[src/rtl/fpa_pkg.sv]
// Shared types, codes and constants of the free-list page allocator.
package fpa_pkg;

    // Default width of a page number inside the store
    localparam int PAGE_BITS_DEFAULT = 16;

    // Queue depths between the front, the back and the result port
    localparam int CMD_DEPTH = 2;
    localparam int RES_DEPTH = 2;

    // Fixed widths from the interface fields
    localparam int CFG_W       = 20;
    localparam int ADDR_W      = 32;
    localparam int WALK_ADDR_W = 33;
    localparam int WALK_PN_W   = 21;
    localparam int PAGE_SHIFT  = 12;

    // Address and page constants
    localparam logic [WALK_ADDR_W-1:0] PAGE_STEP      = 33'h0_0000_1000;
    localparam logic [WALK_ADDR_W-1:0] FOUR_GIB       = 33'h1_0000_0000;
    localparam logic [WALK_PN_W-1:0]   LOW_PAGE_LIMIT = 21'h000100;
    localparam logic [31:0]            REGION_TYPE_RAM = 32'd1;

    // Input operation codes
    typedef enum logic [1:0] {
        OP_ALLOC  = 2'd0,
        OP_FREE   = 2'd1,
        OP_REGION = 2'd2
    } op_t;

    // Result status codes
    typedef enum logic [1:0] {
        ST_OK      = 2'd0,
        ST_EMPTY   = 2'd1,
        ST_OUTSIDE = 2'd2
    } status_t;

    // Configuration register indexes
    typedef enum logic {
        CFG_KERNEL_FIRST = 1'b0,
        CFG_KERNEL_LAST  = 1'b1
    } cfg_index_t;

    // Command classes handed from front to back
    typedef enum logic [2:0] {
        CMD_NOP,
        CMD_ALLOC,
        CMD_FREE,
        CMD_FREE_BAD,
        CMD_REGION
    } cmd_kind_t;

    // Back-end sequencer states
    typedef enum logic [1:0] {
        BK_IDLE,
        BK_ALLOC,
        BK_WALK
    } bk_state_t;

    // Classified command
    typedef struct packed {
        cmd_kind_t              kind;
        logic [ADDR_W-1:0]      addr;   // free address or region base
        logic [WALK_ADDR_W-1:0] lim;    // region end, clipped to 4 GiB
        logic                   walk;   // region is usable RAM below 4 GiB
        logic                   last;   // final region of initialization
    } cmd_t;

    // One result beat
    typedef struct packed {
        logic              granted;
        logic [ADDR_W-1:0] alloc_address;
        status_t           status;
        logic              init_done;
    } res_t;

    // Kernel page range
    typedef struct packed {
        logic [CFG_W-1:0] kernel_first;
        logic [CFG_W-1:0] kernel_last;
    } kcfg_t;

endpackage

[src/rtl/fpa_fifo.sv]
// Small register queue with full and empty flags.
module fpa_fifo #(
    parameter int WIDTH = 8,
    parameter int DEPTH = 2
) (
    input  logic             clk,
    input  logic             rst_n,
    input  logic             push,
    input  logic [WIDTH-1:0] wdata,
    output logic             full,
    input  logic             pop,
    output logic [WIDTH-1:0] rdata,
    output logic             empty
);

    localparam int PTR_W = (DEPTH > 1) ? $clog2(DEPTH) : 1;
    localparam int CNT_W = $clog2(DEPTH + 1);

    logic [WIDTH-1:0] mem_reg [DEPTH];
    logic [PTR_W-1:0] wr_ptr_reg, wr_ptr_next;
    logic [PTR_W-1:0] rd_ptr_reg, rd_ptr_next;
    logic [CNT_W-1:0] count_reg, count_next;
    logic             do_push, do_pop;

    assign full    = (count_reg == CNT_W'(DEPTH));
    assign empty   = (count_reg == '0);
    assign do_push = push && !full;
    assign do_pop  = pop && !empty;
    assign rdata   = mem_reg[rd_ptr_reg];

    // Pointer and count update with wrap
    always_comb
    begin
        wr_ptr_next = wr_ptr_reg;
        rd_ptr_next = rd_ptr_reg;
        count_next  = count_reg;
        if (do_push)
        begin
            wr_ptr_next = (wr_ptr_reg == PTR_W'(DEPTH - 1)) ? '0 : wr_ptr_reg + 1'b1;
        end
        if (do_pop)
        begin
            rd_ptr_next = (rd_ptr_reg == PTR_W'(DEPTH - 1)) ? '0 : rd_ptr_reg + 1'b1;
        end
        if (do_push && !do_pop)
        begin
            count_next = count_reg + 1'b1;
        end
        else if (do_pop && !do_push)
        begin
            count_next = count_reg - 1'b1;
        end
    end

    always_ff @(posedge clk or negedge rst_n)
    begin
        if (!rst_n)
        begin
            wr_ptr_reg <= '0;
            rd_ptr_reg <= '0;
            count_reg  <= '0;
        end
        else
        begin
            wr_ptr_reg <= wr_ptr_next;
            rd_ptr_reg <= rd_ptr_next;
            count_reg  <= count_next;
        end
    end

    // Storage, no reset
    always_ff @(posedge clk)
    begin
        if (do_push)
        begin
            mem_reg[wr_ptr_reg] <= wdata;
        end
    end

endmodule

[src/rtl/fpa_front.sv]
// Front end: accepts input beats, classifies them and queues commands.
module fpa_front #(
    parameter int PAGE_BITS = fpa_pkg::PAGE_BITS_DEFAULT
) (
    input  logic                  clk,
    input  logic                  rst_n,
    input  logic                  push,
    output logic                  full,
    input  logic [1:0]            op,
    input  logic [31:0]           page_address,
    input  logic [63:0]           region_base,
    input  logic [63:0]           region_length,
    input  logic [31:0]           region_type,
    input  logic                  last_region,
    input  logic                  cmd_pop,
    output fpa_pkg::cmd_t         cmd,
    output logic                  cmd_empty
);

    localparam int STORE_PAGES = 2 ** PAGE_BITS;
    localparam logic [fpa_pkg::WALK_PN_W-1:0] STORE_LIMIT =
        fpa_pkg::WALK_PN_W'(STORE_PAGES);

    fpa_pkg::cmd_t                cmd_in;
    logic [64:0]                  region_end;
    logic [fpa_pkg::CFG_W-1:0]    free_pn;
    logic [$bits(fpa_pkg::cmd_t)-1:0] cmd_bits;

    // Region end with carry; anything at or above 4 GiB clips there
    assign region_end = {1'b0, region_base} + {1'b0, region_length};
    assign free_pn    = page_address[31:fpa_pkg::PAGE_SHIFT];

    // Classify the beat
    always_comb
    begin
        cmd_in      = '0;
        cmd_in.kind = fpa_pkg::CMD_NOP;
        cmd_in.last = last_region;
        case (op)
            fpa_pkg::OP_ALLOC:
            begin
                cmd_in.kind = fpa_pkg::CMD_ALLOC;
            end
            fpa_pkg::OP_FREE:
            begin
                cmd_in.addr = page_address;
                cmd_in.kind = ({1'b0, free_pn} < STORE_LIMIT) ?
                              fpa_pkg::CMD_FREE : fpa_pkg::CMD_FREE_BAD;
            end
            fpa_pkg::OP_REGION:
            begin
                cmd_in.kind = fpa_pkg::CMD_REGION;
                cmd_in.addr = region_base[31:0];
                cmd_in.walk = (region_type == fpa_pkg::REGION_TYPE_RAM) &&
                              (region_base[63:32] == 32'h0);
                cmd_in.lim  = (region_end[64:32] != 33'h0) ? fpa_pkg::FOUR_GIB :
                              region_end[32:0];
            end
            default:
            begin
                cmd_in.kind = fpa_pkg::CMD_NOP;
            end
        endcase
    end

    // Command queue toward the back end
    fpa_fifo #(
        .WIDTH ($bits(fpa_pkg::cmd_t)),
        .DEPTH (fpa_pkg::CMD_DEPTH)
    ) u_cmd_fifo (
        .clk   (clk),
        .rst_n (rst_n),
        .push  (push),
        .wdata (cmd_in),
        .full  (full),
        .pop   (cmd_pop),
        .rdata (cmd_bits),
        .empty (cmd_empty)
    );

    assign cmd = fpa_pkg::cmd_t'(cmd_bits);

endmodule

[config.mk]
export PLATFORM = sky130hd
export DESIGN_NAME = fpa_front
export DESIGN_NICKNAME = d
export VERILOG_FILES = /design/src/rtl/fpa_pkg.sv /design/src/rtl/fpa_fifo.sv /design/src/rtl/fpa_front.sv
export SDC_FILE = /design/constraint.sdc
export NUM_CORES = 1
export LEC_CHECK = 0
export ABC_CLOCK_PERIOD_IN_PS = 5800
export BUFFER_PORTS_ARGS = -buffer_cell sky130_fd_sc_hd__buf_2
export CORE_ASPECT_RATIO = 1.4
export CORE_UTILIZATION = 32
export DETAILED_ROUTE_END_ITERATION = 8
export GPL_TIMING_DRIVEN = 0
export HOLD_SLACK_MARGIN = 0.1
export PLACE_DENSITY = 0.59
export SYNTH_ARGS = -nofsm -noshare
export SYNTH_HDL_FRONTEND = slang
export SYNTH_SLANG_ARGS = --single-unit
[constraint.sdc]
create_clock -name clk -period 5.8 [get_ports clk]
set_input_delay 1.16 -clock clk [delete_from_list [all_inputs] [get_ports clk]]
set_output_delay 1.16 -clock clk [all_outputs]
set_load 0.01 [all_outputs]
; ---- Yosys cells after proc, flatten, opt, wreduce, memory -nomap -nowiden
; Memory sizes are Yosys's and may differ from the RTL's.
; Cells that the tools add are included.
[totals]
register_bits = 4
ramBits = 140
output_inout_bits = 72
wordCells = 39
memories = 1
[op_classes]
addsub = 5
muxes = 11
eq_ne = 4
n_lt_le_gt_ge = 1
reduce_logical = 14
[mem_list]
columns = name, words, word_bits, read_ports, rd_ports_with_merged_regs, write_ports, line
row1 = u_cmd_fifo.mem_reg, 2, 70, 1, 0, 1, fpa_fifo.sv:19  ; logic [WIDTH-1:0] mem_reg [DEPTH];
[op_table]
columns = cell, n
row1 = adder 64 x 64 -> 65 bit, 1
row2 = case mux 32 bit (2 select lines), 1
row3 = two-way mux 34 bit, 1
row4 = two-way mux 33 bit, 1
row5 = nonzero test 33 bit, 1
row6 = "== test 32 x 1 -> 1 bit, second input constant", 1
row7 = zero test 32 bit, 1
row8 = "less-than comparator 20 x 17 -> 1 bit, second input constant", 1
row9 = case mux 3 bit (3 select lines), 1
row10 = logical AND 1 bit, 5
row11 = two-way mux 1 bit, 5
row12 = "== test 2 bit, second input constant", 2
row13 = zero test 1 bit, 4
row14 = zero test 2 bit, 2
row15 = two-way mux 2 bit, 2
row16 = "adder 1 bit, second input constant", 2
row17 = "adder 2 x 1 -> 2 bit, second input constant", 1
row18 = "== test 2 x 1 -> 1 bit, second input constant", 1
row19 = nonzero test 2 bit, 1
row20 = "subtractor 2 x 1 -> 2 bit, second input constant", 1

; ---- Logic depth before layout (Yosys ltp)
; Gate-level depths: netlist (run 1).
[logic_depth]
depth_word = 7
depth_mapped = 16

; ---- Modules after synthesis
; Synthesis (run 1) repeated with hierarchy kept, for this count alone.
[unflattened]
hier_cells = 1112
hier_area_um2 = 11405.9
[by_module_without_submodules]
columns = module, cells_per_inst, instances, area_per_inst_um2
row1 = fpa_front, 875, 1, 5806.8
row2 = fpa_fifo, 237, 1, 5599.1

; ---- Worst setup path after synthesis (run 1)
; No wires, ideal clock.
[synth_timing]
kind = input -> register
startpoint = in push
endpoint = mem u_cmd_fifo.mem_reg[0][0] (netlist bit), enable pin
setup_time_ps = 498
path_slack_ps = 1129
n_path_buf = 0
cell_stages = 2
arrival_time_ps = 4173
cell_sequence = nand2_1 -> nor2_1
[synth_via]
elab_chain_len = 3
[synth_rtl]
columns = element, line
row1 = start: declaration, fpa_front.sv:7  ; input logic push,
row2 = logical AND 1 bit, fpa_fifo.sv:27  ; assign do_push = push && !full;
row3 = two-way mux 1 bit, fpa_fifo.sv:74  ; if (do_push)
row4 = two-way mux 1 bit (not written as such), fpa_fifo.sv:76  ; mem_reg[wr_ptr_reg] <= wdata;
row5 = end: declaration, fpa_fifo.sv:19
; No other way between the ends.

==> results of run 1 <==
-- worst max-delay path by stage --
stage / startpoint / to / slack [ns] / cells after the start
2_1_floorplan: push / u_cmd_fifo.mem_reg[0][0]$_DFFE_PP_ / 1.13 / 2
3_3_place_gp: push / u_cmd_fifo.mem_reg[0][28]$_DFFE_PP_ / -0.86 / 3
3_5_place_dp: region_base[0] / u_cmd_fifo.mem_reg[1][21]$_DFFE_PP_ / 0.24 / 15
4_1_cts: region_base[0] / u_cmd_fifo.mem_reg[0][21]$_DFFE_PP_ / 0.68 / 15
5_1_grt: region_base[16] / u_cmd_fifo.mem_reg[1][26]$_DFFE_PP_ / 0.44 / 14
6_report: region_base[0] / u_cmd_fifo.mem_reg[0][21]$_DFFE_PP_ / 0.62 / 15
-- kinds of logic after synthesis --
logic type | Yosys count | share of synthesized area [%]
xor+xnor | 36 | 2.77
flops | 144 | 37.9
compound gates | 331 | 19.6
fa+ha+maj | 70 | 7.77
simple gates | 418 | 20.5
buf+inv | 92 | 3.69
mux | 80 | 7.84
-- synth_stat cells (all sizes together), types with 14 or more instances --
| master | n |
|---|---|
| o21ai | 64 |
| edfxtp | 140 |
| xnor2 | 22 |
| nor4 | 49 |
| mux2 | 72 |
| nor2 | 72 |
| o21a | 19 |
| a21o | 20 |
| ha | 69 |
| xor2 | 14 |
| nand4 | 47 |
| nor3 | 17 |
| a22oi | 34 |
| nand2 | 117 |
| nand3 | 20 |
| buf | 24 |
| nor2b | 36 |
| a21oi | 88 |
| inv | 19 |
| clkbuf | 49 |
-- metal layers --
metal	global-route usage [%]	part of all wire, %	up-vias
li1	-	-	5148
met1	23.6	37	5118
met2	42.3	54	434
met3	2.47	4.7	81
met4	11.2	4.1	0
met5	0	0	-
-- cells in the final DEF (no fill, tap or decap), types with 19 or more instances in the layout --
cell / count
a21o_1: 20
o21ai_0: 61
a22oi_1: 34
nor4_2: 30
ha_1: 69
nor2_1: 71
nand3_1: 20
edfxtp_1: 140
a21oi_1: 86
clkbuf_1: 50
nand2_1: 117
buf_2: 286
nor2b_1: 36
inv_1: 19
o21a_1: 19
xnor2_1: 22
nor4_1: 19
nand4_1: 47
mux2_2: 72
-- per-stage QoR --
step | instance area (um^2) | setup slack (ns) | power, mW | TNS [ns] | hold WS, ns
3_3_place_gp | 13300 | -0.863 | 3.33 | -59.28 | 0.477
2_1_floorplan | 11400 | 1.13 | 2.63 | 0 | 0.461
4_1_cts | 14000 | 0.677 | 4.51 | 0 | 0.514
5_1_grt | 14000 | 0.435 | 4.69 | 0 | 0.523
6_report | 14000 | 0.621 | 4.47 | 0 | 0.531
3_5_place_dp | 13400 | 0.239 | 3.36 | 0 | 0.520
-- final cells by class --
class / instances / share of cell area (%)
sequential: 144 / 30.7
inverter: 19 / 0.509
clock buffer: 19 / 3.09
buffer: 73 / 2.48
timing repair buffer: 273 / 10.2
clock inverter: 13 / 1.33
tap: 456 / 4.07
antenna: 8 / 0.143
multi-input combinational: 935 / 47.5
-- where the power goes --
group / internal, mW / leakage (nW) / total [mW] / switching [mW]
combinational: 0.751 / 3.65 / 1.84 / 1.09
sequential: 1.42 / 1.40 / 1.48 / 0.0590
clock: 0.721 / 0.303 / 1.15 / 0.424
total: 2.89 / 5.35 / 4.47 / 1.58
==> results.toml, run 1 <==
[worst_setup_path]
worst_ep_required_time_ns = 5.98
worst_path_most_repeated_cell = "a2111o_1"
critPathKind = "input pin to register"
worstPathArrival_ns = 5.36
reg2reg_from = "u_cmd_fifo.count_reg[0]$_DFFE_PN0P_"
reg2reg_slack_ns = 3.52
start_kind = "input pin"
end_kind = "register"
critPathSlowestCell = "a2111o_1"
path_buf_inv = 3
path_delay_family = "compound AO/OA/AOI/OAI gates"
r2r_end = "u_cmd_fifo.mem_reg[0][15]$_DFFE_PP_"
crit_path_max_incr_delay_ns = 0.58
critPathMaxFanout = 10
r2r_cells = 5
cp_cell_sequence = "buf_2, ha_1, inv_1, fa_1, nand2b_1, a21oi_2, o21ai_1, a2111o_1, a31o_1, o31ai_4, a211o_1, nand4_1, a2111o_1, buf_6, nor4_2"

[synth]
synthCells = 1171
ys.flop_type = "edfxtp_1"
async_flop_share_pct = 2.78
synth_area_um2 = 11400
synth-seq-cells = 144
ys_warn_count = 0
synth_top_area_share_pct = 37.0
synth-edff-count = 140
ys_seq_area_share_pct = 37.9
avgSynthCellArea_um2 = 9.71
syn_nets = 1440
synth_area_leaders = "edfxtp_1, ha_1, mux2_2, nand2_1, a21oi_1"
yosys.area.top_type = "edfxtp_1"
yosysUniqueCellTypes = 79

[sta]
hold_viol = 0
slew_headroom_pct = 30.1
setup_viol = 0
timing.fmax_mhz = 193
skew_ns = 0.00968
rsz0062_at_grt = "false"
min_period_over_period_pct = 89.3
min_period_ns = 5.18
tightest_slew_ns = 1.04
final-max-slew-violation-count = 0

[outcome]
status = "complete, no violations"

[route]
dr_total_vias = 10781
drc = 0
drt-pass1-iter-count = 5
viasPerCell = 5.56
ant_nets = 0
wl_per_cell_um = 21.0
wl_um = 40700
drt_iter0_drc = 752

[clock_network]
cts_buffer_depth = 2
h-tree-depth = 4
cts_tree = "built"
hold_buffers = 0
cts_setup_buffers = 0
cts-resized-gates = 0
clkTransAtPathRegs_ns = 0.06
cts_sinks = 144
clkLatencyLatePin_ns = 0.43
cts_root_buf = "clkbuf_16"
cts_buffers = 17

[global_route]
grt_overflow = 0
track_usage_pct = 22.1
grt_max_degree = 58
antenna_found_initial = 7
first_global_vias = 10748
grt_pass1_wl_um = 60600

[job]
cap_viol_max_count = 0

[hold_path]
hp-class = "input pin to async pin"

[power_and_ir_drop]
p_leak_nw = 5.35
ir_drop_v = 0.000227
pwr_density_cell_nw_per_um2 = 319

[finish]
multi_input_area_um2 = 6650
syn2layout_area_growth_pct = 23.3
fin_cells = 1940
nets = 1732
fill_cells = 3568
seq_area_um2 = 4300
utilization_pct = 40.1
drive_gt1_share_pct = 30.2
largest_reg_flops = 140

[die]
row_count = 81
die_w_um = 161
start_util_pct = 32.5
dieArea_um2 = 36300
core_area_um2 = 35000
die_y_um = 225
io_pins = 271

[placed_design]
hpwlAfterDp_um = 33400
placed_cells = 1900
io_buffers = 270
place_congestion = 0.943
Power figures use the tool's default switching activity.
==> inputs of run 2 (changes only) <==
--- a/config.mk
+++ b/config.mk
@@ -5,6 +5,7 @@
 export SDC_FILE = /design/constraint.sdc
 export NUM_CORES = 1
 export LEC_CHECK = 0
+export ABC_AREA = 1
 export ABC_CLOCK_PERIOD_IN_PS = 5800
 export BUFFER_PORTS_ARGS = -buffer_cell sky130_fd_sc_hd__buf_2
 export CORE_ASPECT_RATIO = 1.4
@@ -13,6 +14,7 @@
 export GPL_TIMING_DRIVEN = 0
 export HOLD_SLACK_MARGIN = 0.1
 export PLACE_DENSITY = 0.59
+export REMOVE_ABC_BUFFERS = 1
 export SYNTH_ARGS = -nofsm -noshare
 export SYNTH_HDL_FRONTEND = slang
 export SYNTH_SLANG_ARGS = --single-unit
==> run 2 against run 1 <==
Against the previous run:
- clock skew increased by 0.0052 ns
- utilization down 0.84 points
- worst hold slack worse by 0.012 ns
- worst setup slack better by 0.74 ns
- clock-buffer cell count decreased by 1
- first-iteration DRC count down 4.5%
- sequential power up 6%
- clock power shrank 5%
- combinational power down 4%
- critical path depth is 8 higher
- sequential share of layout area shrank 1.5 points
==> results.toml, run 2 <==
[clock_network]
cts_root_buf = "clkbuf_16"
cts_buffer_depth = 2
cts_setup_buffers = 0
hold_buffers = 0
clkTransAtPathRegs_ns = 0.06
cts_tree = "built"
cts_sinks = 144
clkLatencyLatePin_ns = 0.43
cts-resized-gates = 0
h-tree-depth = 4
cts_buffers = 17

[finish]
drive_gt1_share_pct = 18.1
syn2layout_area_growth_pct = 20.5
layout_common_cells = "nand2_1, inv_1, buf_2"
seq_area_um2 = 4310
utilization_pct = 39.2
fin_cells = 2642
multi_input_area_um2 = 6560
largest_reg_flops = 140
fill_cells = 4091
nets = 2421
final_common_cell = "nand2_1"

[worst_setup_path]
end_kind = "register"
critPathKind = "input pin to register"
worstPathArrival_ns = 4.69
start_kind = "input pin"
worst_path_most_repeated_cell = "nand2_1"
crit_start = "region_base[0]"
critPathSlowestCell = "nand3_4"
crit_path_max_incr_delay_ns = 0.48
r2r_cells = 4
critPathCapture = "u_cmd_fifo.mem_reg[1][2]$_DFFE_PP_"
path_depth = 23
reg2reg_slack_ns = 3.50
r2r_end = "u_cmd_fifo.mem_reg[1][6]$_DFFE_PP_"
path_buf_inv = 4
cp_cell_sequence = "buf_2, ha_1, inv_1, fa_1, inv_1, nand3_1, nand2_2, nand2_1, nand2_2, nand2_1, nand2_2, nand2_1, nand2_1, nand2_1, nand3_1, nand2_1, inv_1, nand2_1, nor2_1, nand2_1, nor2_2, nand3_4, nor2_1"
reg2reg_from = "u_cmd_fifo.count_reg[0]$_DFFE_PN0P_"
path_delay_family = "simple AND/OR/NAND/NOR gates"
worst_ep_required_time_ns = 6.04
critPathMaxFanout = 32

[sta]
hold_viol = 0
slew_headroom_pct = 17.3
tns_ns = 0
timing.fmax_mhz = 225
final-max-slew-violation-count = 0
setup_viol = 0
rsz0062_at_grt = "false"
min_period_over_period_pct = 76.6
min_period_ns = 4.44
skew_ns = 0.0149
tightest_slew_ns = 1.24

[power_and_ir_drop]
p_clk_share_pct = 24.7
switching_share_pct = 39.8
comb_power_share_pct = 39.9
p_leak_nw = 7.98
switchingPower_mw = 1.76
ir_drop_v = 0.000159
pwr_density_cell_nw_per_um2 = 300
p_seq_share_pct = 35.4
power.internal_mw = 2.66

[global_route]
grt_max_degree = 72
first_global_vias = 11643
track_usage_pct = 20.8
antenna_found_initial = 4
grt_overflow = 0
grt_pass1_wl_um = 62000

[outcome]
status = "complete, no violations"

[synth]
ys_warn_count = 0
ys.flop_type = "edfxtp_1"
synth_area_um2 = 12300
yosys.area.top_type = "edfxtp_1"
yosysUniqueCellTypes = 33
synth_common_cells = "nand2_1, inv_1, edfxtp_1"
synthCells = 1888
ys_seq_area_share_pct = 35.1
synthMostInstantiatedCell = "nand2_1"
synth_area_leaders = "edfxtp_1, nand2_1, inv_1, ha_1, nor2_1"
synth-seq-cells = 144
synth_top_area_share_pct = 34.3
async_flop_share_pct = 2.78
synth-edff-count = 140
avgSynthCellArea_um2 = 6.49

[die]
io_pins = 271
row_count = 84
start_util_pct = 32.6
die_y_um = 234
die_w_um = 167
core_area_um2 = 37600
dieArea_um2 = 39100

[route]
drt_iter0_drc = 718
drc = 0
wl_per_cell_um = 15.5
ant_nets = 0
viasPerCell = 4.58
dr_total_vias = 12096
wl_um = 40800
drt-pass1-iter-count = 5

[hold_path]
hp-class = "input pin to async pin"

[placed_design]
io_buffers = 270
place_congestion = 0.911
placed_cells = 2606
hpwlAfterDp_um = 33600

[job]
cap_viol_max_count = 0
run 2: changes by cell type in the layout (fill, tap and decap cells not counted), sizes merged, moves of 23 or more:
cell    previous run  this run
nor2b             36         0
nor4              49        17
buf              297       274
nand4             47        18
a22oi             34         0
o21ai             64         9
nand2            117       899
inv               21       346
nand3             20        50
mux2              72         0
clkbuf            68        18
nor2              72       158
run 2: metrics by stage:
stage          setup WS (ns)  hold slack [ns]  area [um^2]  power (mW)
4_1_cts                 1.34            0.497        14800        4.48
5_1_grt                 1.15            0.508        14800        4.71
3_3_place_gp           -1.18            0.505        14100        3.38
3_5_place_dp           0.892            0.571        14200        3.38
2_1_floorplan           1.05            0.487        12100        2.60
6_report                1.36            0.519        14800        4.42
run 2: how the worst min path moves through the flow:
stage,end,cells past startpoint
detailed placement,u_cmd_fifo.count_reg[0]$_DFFE_PN0P_,1
global route,u_cmd_fifo.count_reg[1]$_DFFE_PN0P_,1
global placement,u_cmd_fifo.wr_ptr_reg$_DFFE_PN0P_,2
CTS,u_cmd_fifo.rd_ptr_reg$_DFFE_PN0P_,1
finish,u_cmd_fifo.rd_ptr_reg$_DFFE_PN0P_,1
floorplan,u_cmd_fifo.wr_ptr_reg$_DFFE_PN0P_,2
run 2: power by group through the flow:
stage                     clock network (mW)  logic, mW  registers [mW]
after floorplan                            0       1.05            1.56
after global placement                     0       1.75            1.63
after detailed placement                   0       1.79            1.59
after CTS                               1.11       1.80            1.57
after global routing                    1.15       1.97            1.59
final                                   1.09       1.76            1.57
run 2: routing by layer:
layer | up-vias | GRT usage [%] | routed length [um]
met5 | - | 0 | 0
met4 | 0 | 12.1 | 1990
met3 | 79 | 2.05 | 1380
met2 | 331 | 38.0 | 20900
met1 | 5359 | 23.5 | 16500
li1 | 6327 | - | -
run 2: cells by family (layout without fill, tap and decap cells):
| family | Yosys count | in the layout | synth area share (%) |
|---|---|---|---|
| buffers and inverters | 370 | 647 | 11.5 |
| and+or+nand+nor | 1173 | 1173 | 39.6 |
| DFF | 144 | 144 | 35.1 |
| other | 0 | 4 | 0 |
| adders and majority gates | 70 | 70 | 7.21 |
| AOI/OAI and AO/OA | 98 | 98 | 4.18 |
| xor gates and xnor gates | 33 | 33 | 2.36 |
run 2: cell type report:
cell class / count / share of cell area (%)
Antenna cell: 4 / 0.0678
Clock buffer: 18 / 2.91
Multi-Input combinational cell: 1374 / 44.4
Sequential cell: 144 / 29.2
Inverter: 341 / 8.69
Timing Repair Buffer: 274 / 9.70
Clock inverter: 14 / 1.04
Tap cell: 473 / 4.01
==> inputs of run 3 (changes only) <==
--- a/config.mk
+++ b/config.mk
@@ -6,7 +6,7 @@
 export NUM_CORES = 1
 export LEC_CHECK = 0
 export ABC_AREA = 1
-export ABC_CLOCK_PERIOD_IN_PS = 5800
+export ABC_CLOCK_PERIOD_IN_PS = 4190
 export BUFFER_PORTS_ARGS = -buffer_cell sky130_fd_sc_hd__buf_2
 export CORE_ASPECT_RATIO = 1.4
 export CORE_UTILIZATION = 32
==> constraint.sdc (replaced) <==
create_clock -name clk -period 4.19 [get_ports clk]
set_input_delay 0.838 -clock clk [delete_from_list [all_inputs] [get_ports clk]]
set_output_delay 0.838 -clock clk [all_outputs]
set_load 0.01 [all_outputs]
==> run 3 against run 2 <==
Against the previous run:
- global-route usage unchanged
- worst hold slack worse by 0.32 ns
- combinational power rose by 39%
- critical endpoint unchanged
- register-to-register slack got worse by 1.6 ns
- power is 38% higher
- critical path depth increased by 1
- first-iteration DRC count down 4.6%
==> results.toml, run 3 (synthesized netlist as in run 2, its figures left out) <==
[outcome]
status = "complete, no violations"

[clock_network]
h-tree-depth = 4
hold_buffers = 0
cts_root_buf = "clkbuf_16"
clkTransAtPathRegs_ns = 0.06
cts_tree = "built"
cts_buffers = 17
cts_buffer_depth = 2
cts_sinks = 144
clkLatencyLatePin_ns = 0.44

[sta]
timing.fmax_mhz = 256
tightest_slew_ns = 1.23
final-max-slew-violation-count = 0
slew_headroom_pct = 18.2
setup_viol = 0
min_period_ns = 3.91
rsz0062_at_grt = "false"
hold_viol = 0
min_period_over_period_pct = 93.3
skew_ns = 0.0151

[finish]
nets = 2424
seq_area_um2 = 4310
fin_cells = 2645
layout_common_cells = "nand2_1, inv_1, buf_2"
fill_cells = 4089
syn2layout_area_growth_pct = 21.0
multi_input_area_um2 = 6570
largest_reg_flops = 140
final_common_cell = "nand2_1"
utilization_pct = 39.4
drive_gt1_share_pct = 18.2

[die]
dieArea_um2 = 39100
row_count = 84
io_pins = 271
die_w_um = 167
die_y_um = 234
start_util_pct = 32.6
core_area_um2 = 37600

[power_and_ir_drop]
pwr_density_cell_nw_per_um2 = 413
p_leak_nw = 8.01
ir_drop_v = 0.000218

[worst_setup_path]
crit_path_max_incr_delay_ns = 0.41
r2r_end = "u_cmd_fifo.mem_reg[1][7]$_DFFE_PP_"
reg2reg_from = "u_cmd_fifo.count_reg[0]$_DFFE_PN0P_"
critPathSlowestCell = "fa_1"
worst_ep_required_time_ns = 4.46
cp_cell_sequence = "buf_2, ha_1, inv_1, fa_1, inv_1, nand3_1, nand2_2, nand2_1, nand2_2, nand2_1, nand2_2, nand2_1, nand2_1, nand2_1, nand3_1, nand2_1, inv_1, nand2_1, nor2_1, nand2_1, nor2_2, nand3_4, buf_12, nor2_1"
path_depth = 24
worstPathArrival_ns = 4.18
r2r_cells = 4
path_delay_family = "simple AND/OR/NAND/NOR gates"
end_kind = "register"
critPathMaxFanout = 16
start_kind = "input pin"
reg2reg_slack_ns = 1.90
worst_path_most_repeated_cell = "nand2_1"
path_buf_inv = 5
critPathKind = "input pin to register"

[job]
cap_viol_max_count = 0

[placed_design]
hpwlAfterDp_um = 33600
io_buffers = 270
place_congestion = 0.911
placed_cells = 2606

[route]
drt_iter0_drc = 685
dr_total_vias = 12162
viasPerCell = 4.60
drc = 0
drt-pass1-iter-count = 5
wl_per_cell_um = 15.6
ant_nets = 0
wl_um = 41400

[global_route]
antenna_found_initial = 4
track_usage_pct = 20.8
first_global_vias = 11643
grt_overflow = 0
grt_max_degree = 72
grt_pass1_wl_um = 62000

[hold_path]
hp-class = "input pin to async pin"
run 3: cell types whose count changed in the layout (fill, tap and decap cells not counted), sizes merged:
cell   previous run  this run
nand3            50        51
buf             274       276
run 3: metrics by stage:
step	cell area [um^2]	worst slack, ns	hold slack (ns)	TNS, ns	total power [mW]
5_1_grt	14800	0.172	0.186	0	6.53
4_1_cts	14800	0.0542	0.175	0	6.20
3_5_place_dp	14200	-0.396	0.571	-20.71	4.68
3_3_place_gp	14100	-2.47	0.505	-440.96	4.68
6_report	14800	0.283	0.195	0	6.13
2_1_floorplan	12100	-0.236	0.487	-31.02	3.60
run 3: worst max path at each step:
stage	start	to	slack (ns)
3_5_place_dp	region_base[0]	u_cmd_fifo.mem_reg[1][2]$_DFFE_PP_	-0.40
6_report	region_base[0]	u_cmd_fifo.mem_reg[1][2]$_DFFE_PP_	0.28
4_1_cts	region_base[0]	u_cmd_fifo.mem_reg[0][2]$_DFFE_PP_	0.05
2_1_floorplan	push	u_cmd_fifo.mem_reg[1][0]$_DFFE_PP_	-0.24
3_3_place_gp	push	u_cmd_fifo.mem_reg[1][10]$_DFFE_PP_	-2.47
5_1_grt	region_base[0]	u_cmd_fifo.mem_reg[1][2]$_DFFE_PP_	0.17
run 3: area by class of cell:
| cell class | instances | share of cell area, % |
|---|---|---|
| multi-input cells | 1375 | 44.4 |
| diodes | 4 | 0.0675 |
| flip-flops and latches | 144 | 29.1 |
| clock inverters | 14 | 1.04 |
| clock buffers | 18 | 2.90 |
| well taps | 473 | 3.99 |
| inverters | 341 | 8.65 |
| repair buffers | 276 | 9.93 |
run 3: per-layer routing:
| layer | share of wire (%) | vias to the layer above | GRT usage (%) |
|---|---|---|---|
| met5 | 0 | - | 0 |
| met4 | 4.9 | 0 | 12.1 |
| met3 | 3.4 | 83 | 2.05 |
| met2 | 51 | 348 | 38.0 |
| met1 | 40 | 5391 | 23.5 |
| li1 | - | 6340 | - |
run 3: repair_timing:
action                     in CTS  in global routing
resized for setup               0                  1
buffers inserted                0                  2
setup endpoints to repair       0                 64
hold endpoints to repair        0                  0
run 3: power by group:
group / internal, mW / switching, mW
registers: 1.96 / 0.206
logic: 0.842 / 1.60
clock network: 0.884 / 0.630
total: 3.69 / 2.44
